===== src/rtl/assert_macros.svh =====
// Assertion macros used by the top-level RTL file.
`ifndef ASSERT_MACROS_SVH
`define ASSERT_MACROS_SVH

// checked only out of reset
`define USG_ASSERT(lbl, prop, msg) \
  lbl: assert property (@(posedge clk_i) disable iff (!rst_ni) (prop)) else $error(msg);

// checked on every edge, reset included
`define USG_ASSERT_ALWAYS(lbl, prop, msg) \
  lbl: assert property (@(posedge clk_i) (prop)) else $error(msg);

`endif


===== src/rtl/usg_pkg.sv =====
// Package of the UV-sphere vertex generator: widths, types, sine table and helpers.
`default_nettype none
package usg_pkg;

  localparam int IDX_W    = 8;
  localparam int CNT_W    = 9;
  localparam int RAD_W    = 16;
  localparam int TEX_FRAC = 16;
  localparam int QUO_W    = IDX_W + TEX_FRAC;
  localparam int DIV_STEPS = QUO_W;
  localparam int PH_W     = 10;
  localparam int LUT_N    = 256;

  typedef logic [15:0] sin_lut_t [LUT_N];

  typedef struct packed {
    logic             neg;
    logic [15:0]      mag;
  } trig_t;

  typedef struct packed {
    logic             valid;
    logic [IDX_W-1:0] ring;
    logic [IDX_W-1:0] sector;
    logic [QUO_W-1:0] quo_r;
    logic [IDX_W-1:0] rem_r;
    logic [QUO_W-1:0] quo_s;
    logic [IDX_W-1:0] rem_s;
  } div_res_t;

  function automatic logic [15:0] sine_mag_calc(int k);
    longint unsigned x;
    longint unsigned z2;
    longint unsigned acc;
    longint unsigned res;
    x   = longint'(k) << 22;
    z2  = (x * x) >> 30;
    acc = 64'd172272;
    acc = 64'd5026995 - ((acc * z2) >> 30);
    acc = 64'd85569306 - ((acc * z2) >> 30);
    acc = 64'd693598668 - ((acc * z2) >> 30);
    acc = 64'd1686629713 - ((acc * z2) >> 30);
    res = (acc * x) >> 30;
    res = (res + 64'd16384) >> 15;
    if (res > 64'd32768) res = 64'd32768;
    return res[15:0];
  endfunction

  function automatic sin_lut_t build_sin_lut();
    sin_lut_t lut;
    for (int k = 0; k < LUT_N; k++) lut[k] = sine_mag_calc(k);
    return lut;
  endfunction

  localparam sin_lut_t    SIN_LUT  = build_sin_lut();
  localparam logic [15:0] SIN_PEAK = sine_mag_calc(LUT_N);

  // sine of a phase in 1/1024 turns, folded into the first quarter
  function automatic trig_t trig_lookup(logic [PH_W-1:0] ph);
    trig_t      t;
    logic [8:0] kf;
    kf = ph[8] ? (9'd256 - {1'b0, ph[7:0]}) : {1'b0, ph[7:0]};
    t.neg = ph[9];
    t.mag = kf[8] ? SIN_PEAK : SIN_LUT[kf[7:0]];
    return t;
  endfunction

  // one restoring division step: {quotient bit, remainder}
  function automatic logic [IDX_W:0] div_step(logic [IDX_W-1:0] rem, logic nb,
                                              logic [IDX_W-1:0] dv);
    logic [IDX_W:0] t;
    logic [IDX_W:0] d;
    t = {rem, nb};
    d = t - {1'b0, dv};
    if (t >= {1'b0, dv}) return {1'b1, d[IDX_W-1:0]};
    else return {1'b0, t[IDX_W-1:0]};
  endfunction

endpackage
`default_nettype wire


===== src/rtl/usg_div.sv =====
// Pipelined restoring divider: ring and sector index times 2^16 over count minus one.
`default_nettype none
module usg_div (
  input  wire logic                        clk_i,
  input  wire logic                        rst_ni,
  input  wire logic                        en_i,
  input  wire logic                        valid_i,
  input  wire logic [usg_pkg::IDX_W-1:0]   ring_i,
  input  wire logic [usg_pkg::IDX_W-1:0]   sector_i,
  input  wire logic [usg_pkg::IDX_W-1:0]   div_r_i,
  input  wire logic [usg_pkg::IDX_W-1:0]   div_s_i,
  output usg_pkg::div_res_t                res_o
);

  localparam int N  = usg_pkg::DIV_STEPS;
  localparam int IW = usg_pkg::IDX_W;
  localparam int QW = usg_pkg::QUO_W;

  logic          vld_q   [N];
  logic [IW-1:0] ring_q  [N];
  logic [IW-1:0] sect_q  [N];
  logic [IW-1:0] rem_r_q [N];
  logic [IW-1:0] rem_s_q [N];
  logic [QW-1:0] quo_r_q [N];
  logic [QW-1:0] quo_s_q [N];

  logic [IW:0] st0_r, st0_s;
  logic [IW:0] st_r [N];
  logic [IW:0] st_s [N];

  always_comb begin
    st0_r = usg_pkg::div_step('0, ring_i[IW-1], div_r_i);
    st0_s = usg_pkg::div_step('0, sector_i[IW-1], div_s_i);
    st_r[0] = st0_r;
    st_s[0] = st0_s;
    for (int i = 1; i < N; i++) begin
      st_r[i] = usg_pkg::div_step(rem_r_q[i-1],
                  (i < IW) ? ring_q[i-1][3'(IW-1-i)] : 1'b0, div_r_i);
      st_s[i] = usg_pkg::div_step(rem_s_q[i-1],
                  (i < IW) ? sect_q[i-1][3'(IW-1-i)] : 1'b0, div_s_i);
    end
  end

  always_ff @(posedge clk_i or negedge rst_ni) begin
    if (!rst_ni) begin
      for (int i = 0; i < N; i++) vld_q[i] <= 1'b0;
    end else if (en_i) begin
      vld_q[0] <= valid_i;
      for (int i = 1; i < N; i++) vld_q[i] <= vld_q[i-1];
    end
  end

  always_ff @(posedge clk_i) begin
    if (en_i) begin
      ring_q[0]  <= ring_i;
      sect_q[0]  <= sector_i;
      rem_r_q[0] <= st_r[0][IW-1:0];
      rem_s_q[0] <= st_s[0][IW-1:0];
      quo_r_q[0] <= QW'(st_r[0][IW]);
      quo_s_q[0] <= QW'(st_s[0][IW]);
      for (int i = 1; i < N; i++) begin
        ring_q[i]  <= ring_q[i-1];
        sect_q[i]  <= sect_q[i-1];
        rem_r_q[i] <= st_r[i][IW-1:0];
        rem_s_q[i] <= st_s[i][IW-1:0];
        quo_r_q[i] <= {quo_r_q[i-1][QW-2:0], st_r[i][IW]};
        quo_s_q[i] <= {quo_s_q[i-1][QW-2:0], st_s[i][IW]};
      end
    end
  end

  assign res_o.valid  = vld_q[N-1];
  assign res_o.ring   = ring_q[N-1];
  assign res_o.sector = sect_q[N-1];
  assign res_o.quo_r  = quo_r_q[N-1];
  assign res_o.rem_r  = rem_r_q[N-1];
  assign res_o.quo_s  = quo_s_q[N-1];
  assign res_o.rem_s  = rem_s_q[N-1];

endmodule
`default_nettype wire


===== config.mk =====
export PLATFORM = sky130hd
export DESIGN_NAME = usg_div
export DESIGN_NICKNAME = d
export VERILOG_FILES = /design/src/rtl/assert_macros.svh /design/src/rtl/usg_pkg.sv /design/src/rtl/usg_div.sv
export SDC_FILE = /design/constraint.sdc
export NUM_CORES = 1
export LEC_CHECK = 0
export ABC_AREA = 1
export BUFFER_PORTS_ARGS = -buffer_cell sky130_fd_sc_hd__buf_2
export CAP_MARGIN = 20
export CORE_ASPECT_RATIO = 0.6
export CORE_UTILIZATION = 45
export CTS_CLUSTER_DIAMETER = 200
export DETAILED_ROUTE_END_ITERATION = 8
export HOLD_SLACK_MARGIN = 0.05
export RECOVER_POWER = 25
export SLEW_MARGIN = 0
export SYNTH_ARGS = -nofsm -noshare
export SYNTH_HDL_FRONTEND = slang
export SYNTH_SLANG_ARGS = --single-unit

===== constraint.sdc =====
create_clock -name clk_i -period 4.2 [get_ports clk_i]
set_input_delay 0.63 -clock clk_i [delete_from_list [all_inputs] [get_ports clk_i]]
set_output_delay 0.63 -clock clk_i [all_outputs]
set_load 0.01 [all_outputs]

Word level (Yosys, flattened, before mapping)
Memory sizes are Yosys's and may differ from the RTL's.
Cells that the tools add are included.
Widths: inputs -> output; s select.
- register bits after elaboration: 24
- bits in latches: 0
- bits in writable memories: 1920
- ROM bits: 0
- input port bits: 36
- output and inout bits: 81
- logic and storage cells: 158
- memories: 6
- memories (name ; depth ; width ; read ports ; clocked after Yosys merged registers in ; write ports ; line ; source):
    quo_r_q ; 24 ; 24 ; 24 ; 0 ; 24 ; usg_div.sv:24 ; logic [QW-1:0] quo_r_q [N];
    quo_s_q ; 24 ; 24 ; 24 ; 0 ; 24 ; usg_div.sv:25 ; logic [QW-1:0] quo_s_q [N];
    rem_r_q ; 24 ; 8 ; 24 ; 0 ; 24 ; usg_div.sv:22 ; logic [IW-1:0] rem_r_q [N];
    rem_s_q ; 24 ; 8 ; 24 ; 0 ; 24 ; usg_div.sv:23 ; logic [IW-1:0] rem_s_q [N];
    ring_q ; 24 ; 8 ; 24 ; 0 ; 24 ; usg_div.sv:20 ; logic [IW-1:0] ring_q [N];
    sect_q ; 24 ; 8 ; 24 ; 0 ; 24 ; usg_div.sv:21 ; logic [IW-1:0] sect_q [N];
- add/sub/neg operators: 42
- $mul: 0
- divide/modulo/power cells: 0
- order comparisons: 42
- equal/unequal tests: 0
- shift operators: 0
- mux-type cells: 44
- bitwise gates (word level): 0
- reduce and logical (&&, ||, !) cells: 0
- operators with widths (cell ; count):
    $mux 9 ; 42
    $ge 9x8->1 ; 40
    $sub 8x8->8 ; 40
    $ge 1x8->1 ; 2
    $sub 1x8->8 ; 2
    $mux 1 ; 2

Depth between registers and ports, before layout
An unclocked memory read counts as a cell.
- depth in word-level cells: 3
- depth in mapped cells: 13
- depth with buffers taken out: 12

Worst setup path after synthesis
No wires, ideal clock.
- path kind: in2reg
- from: input port div_r_i[0] (netlist name)
- to: memory rem_r_q[2][63] (netlist name), data pin
- library setup time: 252 ps
- arrival time: 2366 ps
- required time: 3948 ps
- slack: 1581 ps
- stages: 10
- buffers on the path: 3
- cell sequence: inv_2 > buf_4 > buf_4 > clkbuf_1 > ha_1 > and3_1 > a21oi_2 > nand2_4 > nand2_1 > nand2_1
- RTL lines (element ; line ; source):
    start, declared ; usg_div.sv:10 ; input wire logic [usg_pkg::IDX_W-1:0] div_r_i,
    end, declared ; usg_div.sv:22 ;

==> impl_metrics.yaml <==
timing:
  period_needed_ns: 2.32
  grt_setup_unrepaired: "false"
  worst_pin_slew_ns: 0.848
  setup_viol: 0
  setup_tns_ns: 0
  slew_headroom: 0.435
  finalMaxSlewViolations: 0
  skew_ns: 0.0237
  finalCritPeriodShare: 0.552
  max_freq_mhz: 431
  finalHoldViolations: 0
setup_path:
  path_cells: "buf_2, inv_1, buf_12, ha_1, and3_1, a21oi_2, nand2_4, nand2_1, nand2_1"
  crit_arrival_ns: 2.78
  critPathKind: "input pin to flop"
  critPathLaunch: "div_s_i[7]"
  critPathSlowestCell: "inv_1"
  critical_path.max_fanout: 10
  end_kind: "flop"
  path_buf_inv: 3
  worst-endpoint-required_ns: 4.66
  cp_common_cell: "nand2_1"
  critical-path-top-delay-family: "buffers and inverters"
  max_stage_delay_ns: 0.48
  reg2reg_from: "rem_s_q[2][48]"
  start_kind: "input pin"
die:
  die_h_um: 280
  die_x_um: 465
  start_util: 0.455
  die_area_um2: 130000
  core_um2: 127000
  ios: 117
  rows: 101
global_route:
  grt_max_degree: 109
  grt_pass1_wl_um: 179000
  grt_pass1_vias: 32600
  grt_usage: 0.173
  antenna_found_initial: 2
  grt_overflow: 0
synthesis:
  synth-edff-count: 1208
  netlist_instances: 5136
  synth.avg_cell_area_um2: 11.3
  synth_cell_types: 43
  ys.flop_type: "edfxtp_1"
  synth-async-reset-ratio: 0.0195
  yosysWarnings: 0
  ys_ff_latch: 1232
  synth_seq_area_share: 0.638
  synth.cell_area_um2: 57800
placement:
  dpl_cell_area_um2: 60400
  dp.final_hpwl_um: 73400
  portBuffers: 110
  gp_congestion: 0.883
clocking:
  cts_sinks: 1232
  cts_tree: "built"
  cts_setup_buffers: 0
  clockBufferDepth: 3
  cts_root_buf: "clkbuf_16"
  cts_max_level: 3
  cts_made_buffers: 112
  clk_pin_slew_ns: 0.06
  ctsHoldBuffers: 14
  ctsResizeCount: 0
  insertion_delay_ns: 0.73
run_status:
  status: "finished, violations left"
  violations: "DRC"
detailed_routing:
  wire_per_inst_um: 15.7
  drtPass1Iterations: 9
  viasPerCell: 5.00
  postRouteAntennaNets: 0
  detail_route.iter0.violations: 3310
  routed_wl_um: 112000
  drc_errors: 6
  vias: 35600
power:
  p_leak_nw: 27.8
  p_per_area_nw_per_um2: 654
  ir_drop_uv: 378
  finalPower_mw: 42.2
hold_path:
  worstHoldStart: "valid_i"
  hp-class: "input pin to flop"
run:
  max_cap_violations: 0
cells_and_area:
  area_growth_pct: 11.6
  fill_cells: 11100
  utilization: 0.508
  drive_above_1_share: 0.0902
  stdcell_area_um2: 64600
  nets: 5719
[worst register-to-register path: stages, from the launching register on]
cell and delay [ns]:
edfxtp_1 0.46, ha_1 0.35, ha_1 0.19, and3_1 0.15
a21oi_2 0.45, nand2_4 0.17, nand2_1 0.10, nand2_1 0.08
[synth_stat cells (2+ instances only)]
cell type	instances	share of area
buf_6	23	0.0045
o21ai_0	20	0.0017
inv_1	555	0.036
nand2_1	1581	0.10
clkinv_1	3	0.00019
a21oi_2	32	0.0048
and3_1	3	0.00032
clkbuf_1	6	0.00039
o31ai_1	2	0.00026
inv_2	6	0.00039
a21oi_1	186	0.016
ha_1	314	0.068
nor2_4	5	0.00097
fa_1	40	0.014
nor3_1	37	0.0032
xor2_1	77	0.012
buf_2	17	0.0015
nand4_1	79	0.0085
nor2_2	16	0.0017
or2_2	2	0.00022
nand3_1	497	0.043
nor3_2	6	0.0010
or2_1	6	0.00065
nand3b_1	5	0.00065
dfrtp_1	24	0.010
nand2_2	36	0.0039
buf_4	66	0.0086
nand2_4	36	0.0070
edfxtp_1	1208	0.63
nor2_1	197	0.013
xnor2_1	39	0.0059
[cell usage in the layout, fill, tap and decap left out, types with 7 or more instances in the layout]
cell type      count
xnor2_1           39
clkbuf_16        115
clkbuf_1          19
nor3_1            37
nand3_1          497
o21ai_0           20
clkinv_2          17
fa_1              40
nand2_2           36
nor2_2            16
nand2_1         1581
nor2_1           197
nand2_4           36
buf_12            19
clkinvlp_4         7
a21oi_2           32
a21oi_1          186
nand4_1           79
dfrtp_1           24
bufinv_16         26
ha_1             314
edfxtp_1        1208
clkinv_1          22
buf_4             44
xor2_1            77
dlygate4sd3_1     14
buf_2            106
inv_1            554
[state kept, by name, summed over array words and instances, names as in the netlist]
register  cells
quo_r_q     234
quo_s_q     234
rem_r_q     178
rem_s_q     178
res_o         1
ring_q      192
sect_q      192
vld_q        23
[stage by stage]
stage               setup WS, ns  hold slack, ns  std cells
finish                      1.88           0.132       7124
detailed placement          1.14           0.405       6900
global route                1.79          0.0849       7124
floorplan                   1.58           0.334       5141
global placement            1.16           0.400       6900
CTS                         1.92          0.0679       7123
[where the power goes]
group / switching (mW) / internal (mW)
Clock: 4.54 / 6.65
Combinational: 8.60 / 4.71
Sequential: 1.24 / 16.5
[worst paths after layout]
path | slack, ns | depth (start not counted) | endpoint
worst min register to register | 0.41 | 0 | quo_s_q[2][148]
worst max register to register | 1.98 | 7 | rem_s_q[2][58]
worst max-delay path | 1.88 | 9 | rem_s_q[2][58]
worst min-delay path | 0.13 | 3 | vld_q[23]
min in group asynchronous | 0.43 | 2 | vld_q[6]
max in group asynchronous | 3.41 | 2 | vld_q[15]
[area by class of cell]
type / instances / area (µm²) / area share
Tap cell: 1699 / 2130 / 0.0329
Clock buffer: 134 / 2980 / 0.0461
Timing Repair Buffer: 186 / 1390 / 0.0216
Sequential cell: 1232 / 36900 / 0.571
Inverter: 564 / 2120 / 0.0328
Multi-Input combinational cell: 3233 / 18000 / 0.279
Clock inverter: 75 / 1060 / 0.0165
Antenna cell: 1 / 2.50 / 0.0000388
[metal layers]
metal	routed length, µm	vias up	share of wire	GRT usage
li1	-	17900	-	-
met1	58500	16700	0.52	0.277
met2	44400	908	0.40	0.238
met3	6790	162	0.061	0.0322
met4	2280	0	0.020	0.0401
met5	0	-	0	0
[cell families after synthesis]
| family | count (synthesis) | share of synthesized area |
|---|---|---|
| AND/OR/NAND/NOR | 2514 | 0.188 |
| flip-flops | 1232 | 0.638 |
| buffers and inverters | 676 | 0.0515 |
| adder cells (fa/ha/maj) | 354 | 0.0818 |
| AO/OA/AOI/OAI | 243 | 0.0233 |
| XOR/XNOR | 116 | 0.0176 |
| other | 1 | 0.0000648 |
No activity file was read; power rests on OpenSTA's default activity.
